**config.mk**
```make
export PLATFORM = sky130hd
export DESIGN_NAME = pivot_column_aggregator_core
export DESIGN_NICKNAME = d
export VERILOG_FILES = /design/src/rtl/pca_pkg.sv /design/src/rtl/pivot_column_aggregator_core.sv /design/src/rtl/pca_acc_mem.sv /design/src/rtl/pca_row_fold.sv /design/src/rtl/pca_flush.sv
export SDC_FILE = /design/constraint.sdc
export NUM_CORES = 2
export LEC_CHECK = 0
export ABC_AREA = 1
export BUFFER_PORTS_ARGS = -buffer_cell sky130_fd_sc_hd__buf_2
export CAP_MARGIN = 20
export CORE_ASPECT_RATIO = 1.1
export CORE_MARGIN = 3
export CORE_UTILIZATION = 30
export DETAILED_ROUTE_END_ITERATION = 8
export GPL_TIMING_DRIVEN = 0
export PLACE_DENSITY = 0.51
export SYNTH_ARGS = -nofsm -noshare
export SYNTH_HDL_FRONTEND = slang
export SYNTH_SLANG_ARGS = --single-unit
```
**constraint.sdc**
```tcl
create_clock -name clk -period 15.1 [get_ports clk]
set_input_delay 3.02 -clock clk [delete_from_list [all_inputs] [get_ports clk]]
set_output_delay 3.02 -clock clk [all_outputs]
set_load 0.1 [all_outputs]
```
**src/rtl/pca_pkg.sv**
```systemverilog
`default_nettype none

package pca_pkg;

	localparam int MAX_COLUMNS_DEF = 32;

	localparam int COL_W      = 5;
	localparam int VAL_W      = 64;
	localparam int MODE_W     = 2;
	localparam int COUNT_W    = 6;
	localparam int CFG_IDX_W  = 1;
	localparam int CFG_DATA_W = 6;

	// register indexes
	localparam logic [CFG_IDX_W-1:0] REG_MODE  = 1'd0;
	localparam logic [CFG_IDX_W-1:0] REG_COUNT = 1'd1;

	// aggregation modes; the unused code behaves as keep first
	localparam logic [MODE_W-1:0] MODE_SUM   = 2'd0;
	localparam logic [MODE_W-1:0] MODE_FIRST = 2'd1;
	localparam logic [MODE_W-1:0] MODE_LAST  = 2'd2;

	typedef struct packed {
		logic                    key_found;
		logic [COL_W-1:0]        column;
		logic signed [VAL_W-1:0] value;
		logic                    value_null;
		logic                    partition_end;
	} row_t;

	typedef struct packed {
		logic [COL_W-1:0]        out_column;
		logic signed [VAL_W-1:0] out_value;
		logic                    out_null;
		logic                    out_last;
	} res_t;

	// one accumulator entry as stored in memory
	typedef struct packed {
		logic             is_null;
		logic [VAL_W-1:0] acc;
	} acc_entry_t;

	// flush sequencer status toward the rest of the core
	typedef struct packed {
		logic issue;
		logic clear_seen;
		logic busy;
	} flush_ctl_t;

endpackage

`default_nettype wire

```
**src/rtl/pivot_column_aggregator_core.sv**
```systemverilog
`default_nettype none

// A row folds into its column in the cycle after acceptance; a partition's first result
// follows its end row through the fold, flush state, memory read and output registers, then
// one per cycle unless stalled. One row per cycle unless stalled; an end row stalls rows
// while the flush reads all columns over the single memory read port (a zero count only
// while pending). Reset: asynchronous, active low; mode to sum, column_count to 1, all
// columns unseen (null, zero); memory contents are not cleared, only masked by seen flags.
module pivot_column_aggregator_core #(
	parameter int MAX_COLUMNS = pca_pkg::MAX_COLUMNS_DEF
) (
	input  wire logic                             clk,
	input  wire logic                             arst_n,
	input  wire logic                             cfg_we,
	input  wire logic [pca_pkg::CFG_IDX_W-1:0]    cfg_index,
	input  wire logic [pca_pkg::CFG_DATA_W-1:0]   cfg_data,
	input  wire logic                             row_valid,
	output      logic                             row_stall,
	input  wire pca_pkg::row_t                    row,
	output      logic                             res_valid,
	input  wire logic                             res_stall,
	output      pca_pkg::res_t                    res
);
	import pca_pkg::*;

	localparam int IDXW = (MAX_COLUMNS > 1) ? $clog2(MAX_COLUMNS) : 1;
	localparam int CNTW = $clog2(MAX_COLUMNS + 1);
	localparam int CMPW = 7;

	logic [MODE_W-1:0]       mode_q;
	logic [COUNT_W-1:0]      count_q;
	logic [CNTW-1:0]         count_eff;

	logic                    row_acc;
	logic                    rd_en;
	logic [IDXW-1:0]         rd_addr;
	logic [IDXW-1:0]         flush_addr;
	acc_entry_t              rd_data;
	logic                    wr_en;
	logic [IDXW-1:0]         wr_addr;
	acc_entry_t              wr_data;
	logic [MAX_COLUMNS-1:0]  seen;
	logic                    end_pending;
	flush_ctl_t              fctl;

	always_ff @(posedge clk or negedge arst_n) begin
		if (!arst_n) begin
			mode_q  <= MODE_SUM;
			count_q <= COUNT_W'(1);
		end else if (cfg_we) begin
			case (cfg_index)
				REG_MODE:  mode_q  <= cfg_data[MODE_W-1:0];
				REG_COUNT: count_q <= cfg_data[COUNT_W-1:0];
				default: ;
			endcase
		end
	end

	assign count_eff = (CMPW'(count_q) > CMPW'(MAX_COLUMNS)) ? CNTW'(MAX_COLUMNS)
	                                                        : CNTW'(count_q);

	// hold rows while an end row waits to flush or the flush still uses the read port
	assign row_stall = end_pending || fctl.busy;
	assign row_acc   = row_valid && !row_stall;

	assign rd_en   = row_acc || fctl.issue;
	assign rd_addr = row_acc ? IDXW'(row.column) : flush_addr;

	pca_acc_mem #(
		.MAX_COLUMNS (MAX_COLUMNS)
	) u_mem (
		.clk     (clk),
		.wr_en   (wr_en),
		.wr_addr (wr_addr),
		.wr_data (wr_data),
		.rd_en   (rd_en),
		.rd_addr (rd_addr),
		.rd_data (rd_data)
	);

	pca_row_fold #(
		.MAX_COLUMNS (MAX_COLUMNS)
	) u_fold (
		.clk         (clk),
		.arst_n      (arst_n),
		.accept      (row_acc),
		.row         (row),
		.mode        (mode_q),
		.count       (count_eff),
		.rd_data     (rd_data),
		.clear_seen  (fctl.clear_seen),
		.wr_en       (wr_en),
		.wr_addr     (wr_addr),
		.wr_data     (wr_data),
		.seen        (seen),
		.end_pending (end_pending)
	);

	pca_flush #(
		.MAX_COLUMNS (MAX_COLUMNS)
	) u_flush (
		.clk       (clk),
		.arst_n    (arst_n),
		.start     (end_pending),
		.count     (count_eff),
		.seen      (seen),
		.rd_data   (rd_data),
		.ctl       (fctl),
		.rd_addr   (flush_addr),
		.res_valid (res_valid),
		.res_stall (res_stall),
		.res       (res)
	);

	a_port_excl: assert property (@(posedge clk) disable iff (!arst_n)
		!(row_acc && fctl.issue))
		else $error("row read and flush read collide on the memory port");

	a_end_blocks_rows: assert property (@(posedge clk) disable iff (!arst_n)
		(end_pending && (count_eff != '0)) |=> !row_acc)
		else $error("row accepted before the partition flush finished");

	a_clear_no_write: assert property (@(posedge clk) disable iff (!arst_n)
		fctl.clear_seen |-> !wr_en)
		else $error("row write lands while the seen marks are cleared");

endmodule

`default_nettype wire

```
**src/rtl/pca_acc_mem.sv**
```systemverilog
`default_nettype none

module pca_acc_mem #(
	parameter int MAX_COLUMNS = pca_pkg::MAX_COLUMNS_DEF,
	localparam int IDXW = (MAX_COLUMNS > 1) ? $clog2(MAX_COLUMNS) : 1
) (
	input  wire logic                 clk,
	input  wire logic                 wr_en,
	input  wire logic [IDXW-1:0]      wr_addr,
	input  wire pca_pkg::acc_entry_t  wr_data,
	input  wire logic                 rd_en,
	input  wire logic [IDXW-1:0]      rd_addr,
	output      pca_pkg::acc_entry_t  rd_data
);
	import pca_pkg::*;

	acc_entry_t mem [MAX_COLUMNS];
	acc_entry_t rd_data_q;

	always_ff @(posedge clk) begin
		if (wr_en) begin
			mem[wr_addr] <= wr_data;
		end
	end

	// hold read data while no read is issued
	always_ff @(posedge clk) begin
		if (rd_en) begin
			rd_data_q <= mem[rd_addr];
		end
	end

	assign rd_data = rd_data_q;

endmodule

`default_nettype wire

```
**src/rtl/pca_row_fold.sv**
```systemverilog
`default_nettype none

module pca_row_fold #(
	parameter int MAX_COLUMNS = pca_pkg::MAX_COLUMNS_DEF,
	localparam int IDXW = (MAX_COLUMNS > 1) ? $clog2(MAX_COLUMNS) : 1,
	localparam int CNTW = $clog2(MAX_COLUMNS + 1)
) (
	input  wire logic                         clk,
	input  wire logic                         arst_n,
	input  wire logic                         accept,
	input  wire pca_pkg::row_t                row,
	input  wire logic [pca_pkg::MODE_W-1:0]   mode,
	input  wire logic [CNTW-1:0]              count,
	input  wire pca_pkg::acc_entry_t          rd_data,
	input  wire logic                         clear_seen,
	output      logic                         wr_en,
	output      logic [IDXW-1:0]              wr_addr,
	output      pca_pkg::acc_entry_t          wr_data,
	output      logic [MAX_COLUMNS-1:0]       seen,
	output      logic                         end_pending
);
	import pca_pkg::*;

	localparam int CMPW = 7;

	logic                    valid_s1;
	logic                    hit_s1;
	logic                    end_s1;
	logic [IDXW-1:0]         idx_s1;
	logic [VAL_W-1:0]        value_s1;
	logic                    null_s1;

	logic                    fwd_valid_q;
	logic [IDXW-1:0]         fwd_addr_q;
	acc_entry_t              fwd_data_q;

	logic [MAX_COLUMNS-1:0]  seen_q;

	logic                    hit;
	logic                    cur_seen;
	acc_entry_t              cur;
	acc_entry_t              nxt;

	assign hit = row.key_found && (CMPW'(row.column) < CMPW'(count));

	always_ff @(posedge clk or negedge arst_n) begin
		if (!arst_n) begin
			valid_s1 <= 1'b0;
		end else begin
			valid_s1 <= accept;
		end
	end

	always_ff @(posedge clk) begin
		if (accept) begin
			hit_s1   <= hit;
			end_s1   <= row.partition_end;
			idx_s1   <= IDXW'(row.column);
			value_s1 <= row.value;
			null_s1  <= row.value_null;
		end
	end

	// the write of the previous cycle lands at the same edge as this row's read
	always_comb begin
		cur_seen = seen_q[idx_s1];
		if (!cur_seen) begin
			cur.is_null = 1'b1;
			cur.acc     = '0;
		end else if (fwd_valid_q && (fwd_addr_q == idx_s1)) begin
			cur = fwd_data_q;
		end else begin
			cur = rd_data;
		end
	end

	always_comb begin
		nxt = cur;
		if (!cur_seen || (mode == MODE_LAST)) begin
			nxt.is_null = null_s1;
			nxt.acc     = null_s1 ? '0 : value_s1;
		end else if (mode == MODE_SUM) begin
			if (!null_s1) begin
				nxt.is_null = 1'b0;
				nxt.acc     = cur.is_null ? value_s1 : (cur.acc + value_s1);
			end
		end
	end

	assign wr_en   = valid_s1 && hit_s1;
	assign wr_addr = idx_s1;
	assign wr_data = nxt;

	always_ff @(posedge clk or negedge arst_n) begin
		if (!arst_n) begin
			fwd_valid_q <= 1'b0;
		end else begin
			fwd_valid_q <= wr_en;
		end
	end

	always_ff @(posedge clk) begin
		if (wr_en) begin
			fwd_addr_q <= wr_addr;
			fwd_data_q <= wr_data;
		end
	end

	always_ff @(posedge clk or negedge arst_n) begin
		if (!arst_n) begin
			seen_q <= '0;
		end else if (clear_seen) begin
			seen_q <= '0;
		end else if (wr_en) begin
			seen_q[wr_addr] <= 1'b1;
		end
	end

	assign seen        = seen_q;
	assign end_pending = valid_s1 && end_s1;

endmodule

`default_nettype wire

```
**src/rtl/pca_flush.sv**
```systemverilog
`default_nettype none

module pca_flush #(
	parameter int MAX_COLUMNS = pca_pkg::MAX_COLUMNS_DEF,
	localparam int IDXW = (MAX_COLUMNS > 1) ? $clog2(MAX_COLUMNS) : 1,
	localparam int CNTW = $clog2(MAX_COLUMNS + 1)
) (
	input  wire logic                    clk,
	input  wire logic                    arst_n,
	input  wire logic                    start,
	input  wire logic [CNTW-1:0]         count,
	input  wire logic [MAX_COLUMNS-1:0]  seen,
	input  wire pca_pkg::acc_entry_t     rd_data,
	output      pca_pkg::flush_ctl_t     ctl,
	output      logic [IDXW-1:0]         rd_addr,
	output      logic                    res_valid,
	input  wire logic                    res_stall,
	output      pca_pkg::res_t           res
);
	import pca_pkg::*;

	typedef enum logic [1:0] {
		FL_IDLE = 2'b01,
		FL_RUN  = 2'b10
	} fl_state_t;

	fl_state_t        state_q, state_d;
	logic [CNTW-1:0]  k_q;
	logic             valid_s1;
	logic [CNTW-1:0]  k_s1;
	logic             last_s1;
	logic             seen_s1;
	logic             res_valid_q;
	res_t             res_q;

	logic             out_ready;
	logic             issue;
	logic             is_last;
	logic             col_null;

	assign out_ready = !res_valid_q || !res_stall;
	assign issue     = (state_q == FL_RUN) && (!valid_s1 || out_ready);
	assign is_last   = (k_q + CNTW'(1)) == count;

	always_comb begin
		state_d = state_q;
		case (state_q)
			FL_IDLE: begin
				if (start && (count != '0)) begin
					state_d = FL_RUN;
				end
			end
			FL_RUN: begin
				if (issue && is_last) begin
					state_d = FL_IDLE;
				end
			end
			default: state_d = FL_IDLE;
		endcase
	end

	always_ff @(posedge clk or negedge arst_n) begin
		if (!arst_n) begin
			state_q     <= FL_IDLE;
			k_q         <= '0;
			valid_s1    <= 1'b0;
			res_valid_q <= 1'b0;
		end else begin
			state_q <= state_d;
			if (start) begin
				k_q <= '0;
			end else if (issue) begin
				k_q <= k_q + CNTW'(1);
			end
			if (issue) begin
				valid_s1 <= 1'b1;
			end else if (out_ready) begin
				valid_s1 <= 1'b0;
			end
			if (out_ready) begin
				res_valid_q <= valid_s1;
			end
		end
	end

	always_ff @(posedge clk) begin
		if (issue) begin
			k_s1    <= k_q;
			last_s1 <= is_last;
			seen_s1 <= seen[k_q[IDXW-1:0]];
		end
	end

	assign col_null = !seen_s1 || rd_data.is_null;

	always_ff @(posedge clk) begin
		if (out_ready && valid_s1) begin
			res_q.out_column <= COL_W'(k_s1);
			res_q.out_value  <= col_null ? '0 : rd_data.acc;
			res_q.out_null   <= col_null;
			res_q.out_last   <= last_s1;
		end
	end

	assign rd_addr        = k_q[IDXW-1:0];
	assign ctl.issue      = issue;
	// drop all seen marks once the last column is read, or at once for an empty run
	assign ctl.clear_seen = (issue && is_last) || (start && (count == '0));
	assign ctl.busy       = (state_q == FL_RUN) || valid_s1;
	assign res_valid      = res_valid_q;
	assign res            = res_q;

	a_k_in_range: assert property (@(posedge clk) disable iff (!arst_n)
		(state_q == FL_RUN) |-> (k_q < count))
		else $error("flush index ran past the column count");

	a_s1_hold: assert property (@(posedge clk) disable iff (!arst_n)
		(valid_s1 && !out_ready) |=> (valid_s1 && $stable(k_s1)))
		else $error("pending column lost under output stall");

	a_no_start_busy: assert property (@(posedge clk) disable iff (!arst_n)
		start |-> (state_q == FL_IDLE) && !valid_s1)
		else $error("flush started while a previous flush is active");

endmodule

`default_nettype wire
```
==> results_dict.tcl <==
set metrics [dict create \
    io_buffer_count 156 \
    yosysTopAreaCell "edfxtp_1" \
    cts_hold_buf 0 \
    ys_types 48 \
    synth-seq-cells 2417 \
    power_mw 17.9 \
    die-area_um2 349000 \
    drt_wl_total_um 383000 \
    gp_congestion 0.927 \
    viasPerCell 5.12 \
    overflow 0 \
    crit_path_max_fanout 33 \
    tns_ns 0 \
    synth_common_cells "nand2_1, edfxtp_1, nand3_1" \
    io_pins 157 \
    antenna_found_initial 40 \
    cp.required_ns 15.43 \
    crit_arrival_ns 7.02 \
    synth_top_family_by_area "simple AND/OR/NAND/NOR gates" \
    cts_made_buffers 244 \
    synth_xor_area_share_pct 0.342 \
    cp-start-kind "flip-flop" \
    synth_fp_nets 9321 \
    finalHoldViolations 0 \
    drcViolationCount 0 \
    finalClockSkew_ns 0.0757 \
    synthFlopType "edfxtp_1" \
    synthMuxAreaShare_pct 0.0610 \
    r2r_end "u_mem.mem[14][43]$_DFFE_PP_" \
    std_cell_rows 224 \
    reg2reg_slack_ns 8.41 \
    synthArstFlopShare_pct 2.15 \
    routedWlPerCell_um 26.5 \
    grt_first_pass_wirelength_um 532000 \
    clock_tree.root_cell "clkbuf_16" \
    cp-end-kind "flip-flop" \
    period_needed_ns 6.69 \
    p_per_area_nw_per_um2 149 \
    htreeDepth 4 \
    postSynthCellCount 9168 \
    worstHoldEndpoint "u_flush.res[70]$_DFFE_PP_" \
    hold_depth 0 \
    p_leak_nw 43.9 \
    drive_above_1_share_pct 10.8 \
    fin_crit_sh_pct 44.3 \
    area_growth_pct 17.3 \
    die_width_um 563 \
    reg2reg_depth 21 \
    slew_headroom_pct 22.9 \
    dr.pass1.iters 7 \
    netlist_area_um2 103000 \
    synthSimpleGateAreaFrac_pct 22.8 \
    grt_pass1_vias 71400 \
    peakVddDrop_uv 98.6 \
    synth_compound_area_share_pct 1.77 \
    dpl.hpwl_um 282000 \
    cts_setup_buffers 0 \
    n_fill_cell 33300 \
    worst_slew_pin_slew_ns 1.15 \
    syn_avg_cell_area_um2 11.2 \
    cts_max_path_buffers 4 \
    maxCapViolations 0 \
    ys_seq_area_share_pct 70.5 \
    hold_path_startpoint "u_flush.k_s1[4]$_DFFE_PP_" \
    status "complete, no violations" \
    nNetsFinal 9874 \
    core_um2 339000 \
    detail-route-antenna-nets 0 \
    hp-class "reg2reg" \
    clkTransAtPathRegs_ns 0.06 \
    fp.dieH_um 619 \
    clock-sinks 2417 \
    yosysWarnings 0 \
    timing.fmax_ghz 0.149 \
    rsz0062_at_grt "false" \
    drt_iter0_markers 8396 \
    tritoncts "done" \
    synth_area_leaders "edfxtp_1, nand3_1, nand2_1, nor2_1, buf_2" \
    setup_viol 0 \
    vias 73900 \
    synthAdderAreaFrac_pct 0.849 \
    synth_top_area_share_pct 69.3 \
    final-max-slew-violation-count 0 \
    grt_start_max_net_pins 48 \
    clk_latency_ns 0.94 \
    start_util_pct 30.2 \
    path_class "reg2reg" \
    track_usage_pct 21.3 \
    synth_edf_count 2365 \
    r2r-start "u_fold.wr_addr[4]$_DFFE_PP_" \
    synth_most_common_cell "nand2_1" \
    ctsResizeCount 0 \
]
cells by family after synthesis:
| group | Yosys count |
|---|---|
| AND/OR/NAND/NOR | 5445 |
| flip-flops | 2417 |
| buffers and inverters | 868 |
| AO/OA/AOI/OAI | 323 |
| adder cells (fa/ha/maj) | 69 |
| XOR/XNOR | 40 |
| multiplexers | 6 |
how the worst max path moves through the flow:
stage                                 from                           to  depth (start not counted)
4_1_cts        u_fold.wr_addr[4]$_DFFE_PP_  u_mem.mem[14][43]$_DFFE_PP_                         21
2_1_floorplan                    res_stall     u_flush.res[0]$_DFFE_PP_                          3
6_report       u_fold.wr_addr[4]$_DFFE_PP_  u_mem.mem[14][43]$_DFFE_PP_                         21
3_5_place_dp                     row_valid  u_mem.rd_data[24]$_DFFE_PP_                         11
3_3_place_gp     u_fold.valid_s1$_DFF_PN0_  u_mem.mem[12][21]$_DFFE_PP_                          4
5_1_grt        u_fold.wr_addr[4]$_DFFE_PP_  u_mem.mem[14][43]$_DFFE_PP_                         21
critical path, cell delays in order, from the launching register on:
cell and delay [ns]:
edfxtp_1 0.54, xor2_1 0.23, nor2_2 0.89, nand3_2 0.24, buf_2 0.31, buf_1 0.39
nand2_1 0.14, o21ai_0 0.09, nand2_1 0.08, inv_1 0.07, ha_1 0.35, nand2_1 0.13
nor2_1 0.23, nand2_1 0.18, inv_1 0.12, nand3_1 0.06, o21ai_0 0.70, nand2_1 0.24
nand3_1 0.13, nand3_1 0.10, nand2_1 0.12, nand3_2 0.76
sequential cells by signal, indices dropped and copies added (netlist names), 2 cells and up:
signal / flops
u_fold.fwd_addr_q: 5
u_flush.k_s1: 5
u_flush.res: 71
u_fold.wr_addr: 5
count_q: 6
u_flush.state_q: 2
u_flush.k_q: 6
mode_q: 2
u_fold.seen: 32
u_mem.mem: 2080
u_fold.value_s1: 64
u_fold.fwd_data_q: 65
u_mem.rd_data: 65
per-layer routing:
layer	track usage, %	up-vias	wire [um]
met5	0	-	27
met4	10.4	4	20800
met3	3.17	660	29100
li1	-	33200	-
met2	35.9	3178	184000
met1	26.8	36900	150000
power breakdown:
part,total (mW),switching (mW),internal [mW]
Sequential,8.03,0.188,7.84
Combinational,3.84,2.91,0.923
Clock,6.02,2.60,3.42
Total,17.9,5.70,12.2
per-stage QoR:
step | cells | hold slack [ns] | setup slack (ns) | utilization, % | instance area (um2)
2_1_floorplan | 9168 | 0.400 | 8.47 | - | 103000
3_3_place_gp | 13800 | 0.405 | 4.26 | 32.1 | 109000
3_5_place_dp | 14000 | 0.409 | 8.26 | 33.1 | 112000
4_1_cts | 14400 | 0.424 | 8.56 | 35.4 | 120000
5_1_grt | 14400 | 0.441 | 8.25 | 35.4 | 120000
6_report | 14500 | 0.424 | 8.41 | 35.4 | 120000
layout make-up:
| type | instances | area [um2] | share of cell area [%] |
|---|---|---|---|
| clock buffers | 303 | 6450 | 5.36 |
| flip-flops and latches | 2417 | 72300 | 60.1 |
| diodes | 19 | 47.5 | 0.0395 |
| clock inverters | 136 | 1290 | 1.08 |
| inverters | 342 | 1290 | 1.07 |
| repair buffers | 307 | 3860 | 3.21 |
| multi-input cells | 5883 | 26900 | 22.4 |
| plain buffers | 526 | 2440 | 2.03 |
| well taps | 4520 | 5660 | 4.70 |
placed cells by master (no fill, tap or decap), types with 11 or more instances in the layout:
| master | instances |
|---|---|
| nand4_1 | 61 |
| buf_2 | 456 |
| buf_8 | 19 |
| nand3_2 | 25 |
| bufinv_16 | 24 |
| inv_1 | 328 |
| nor2_4 | 37 |
| clkinv_1 | 51 |
| o21ai_0 | 85 |
| buf_4 | 12 |
| nor3_1 | 30 |
| xor2_1 | 29 |
| edfxtp_1 | 2365 |
| inv_2 | 12 |
| buf_1 | 28 |
| nand3_1 | 2115 |
| buf_16 | 27 |
| dfrtp_1 | 50 |
| o22ai_1 | 12 |
| xnor2_1 | 11 |
| diode_2 | 19 |
| buf_12 | 101 |
| clkbuf_16 | 246 |
| o21ai_1 | 15 |
| ha_1 | 68 |
| nand2_1 | 2769 |
| clkinv_2 | 43 |
| clkbuf_1 | 225 |
| o221ai_1 | 12 |
| nor2_1 | 388 |
| a21oi_1 | 153 |
| o21bai_1 | 13 |
Power figures use the tool's default switching activity.
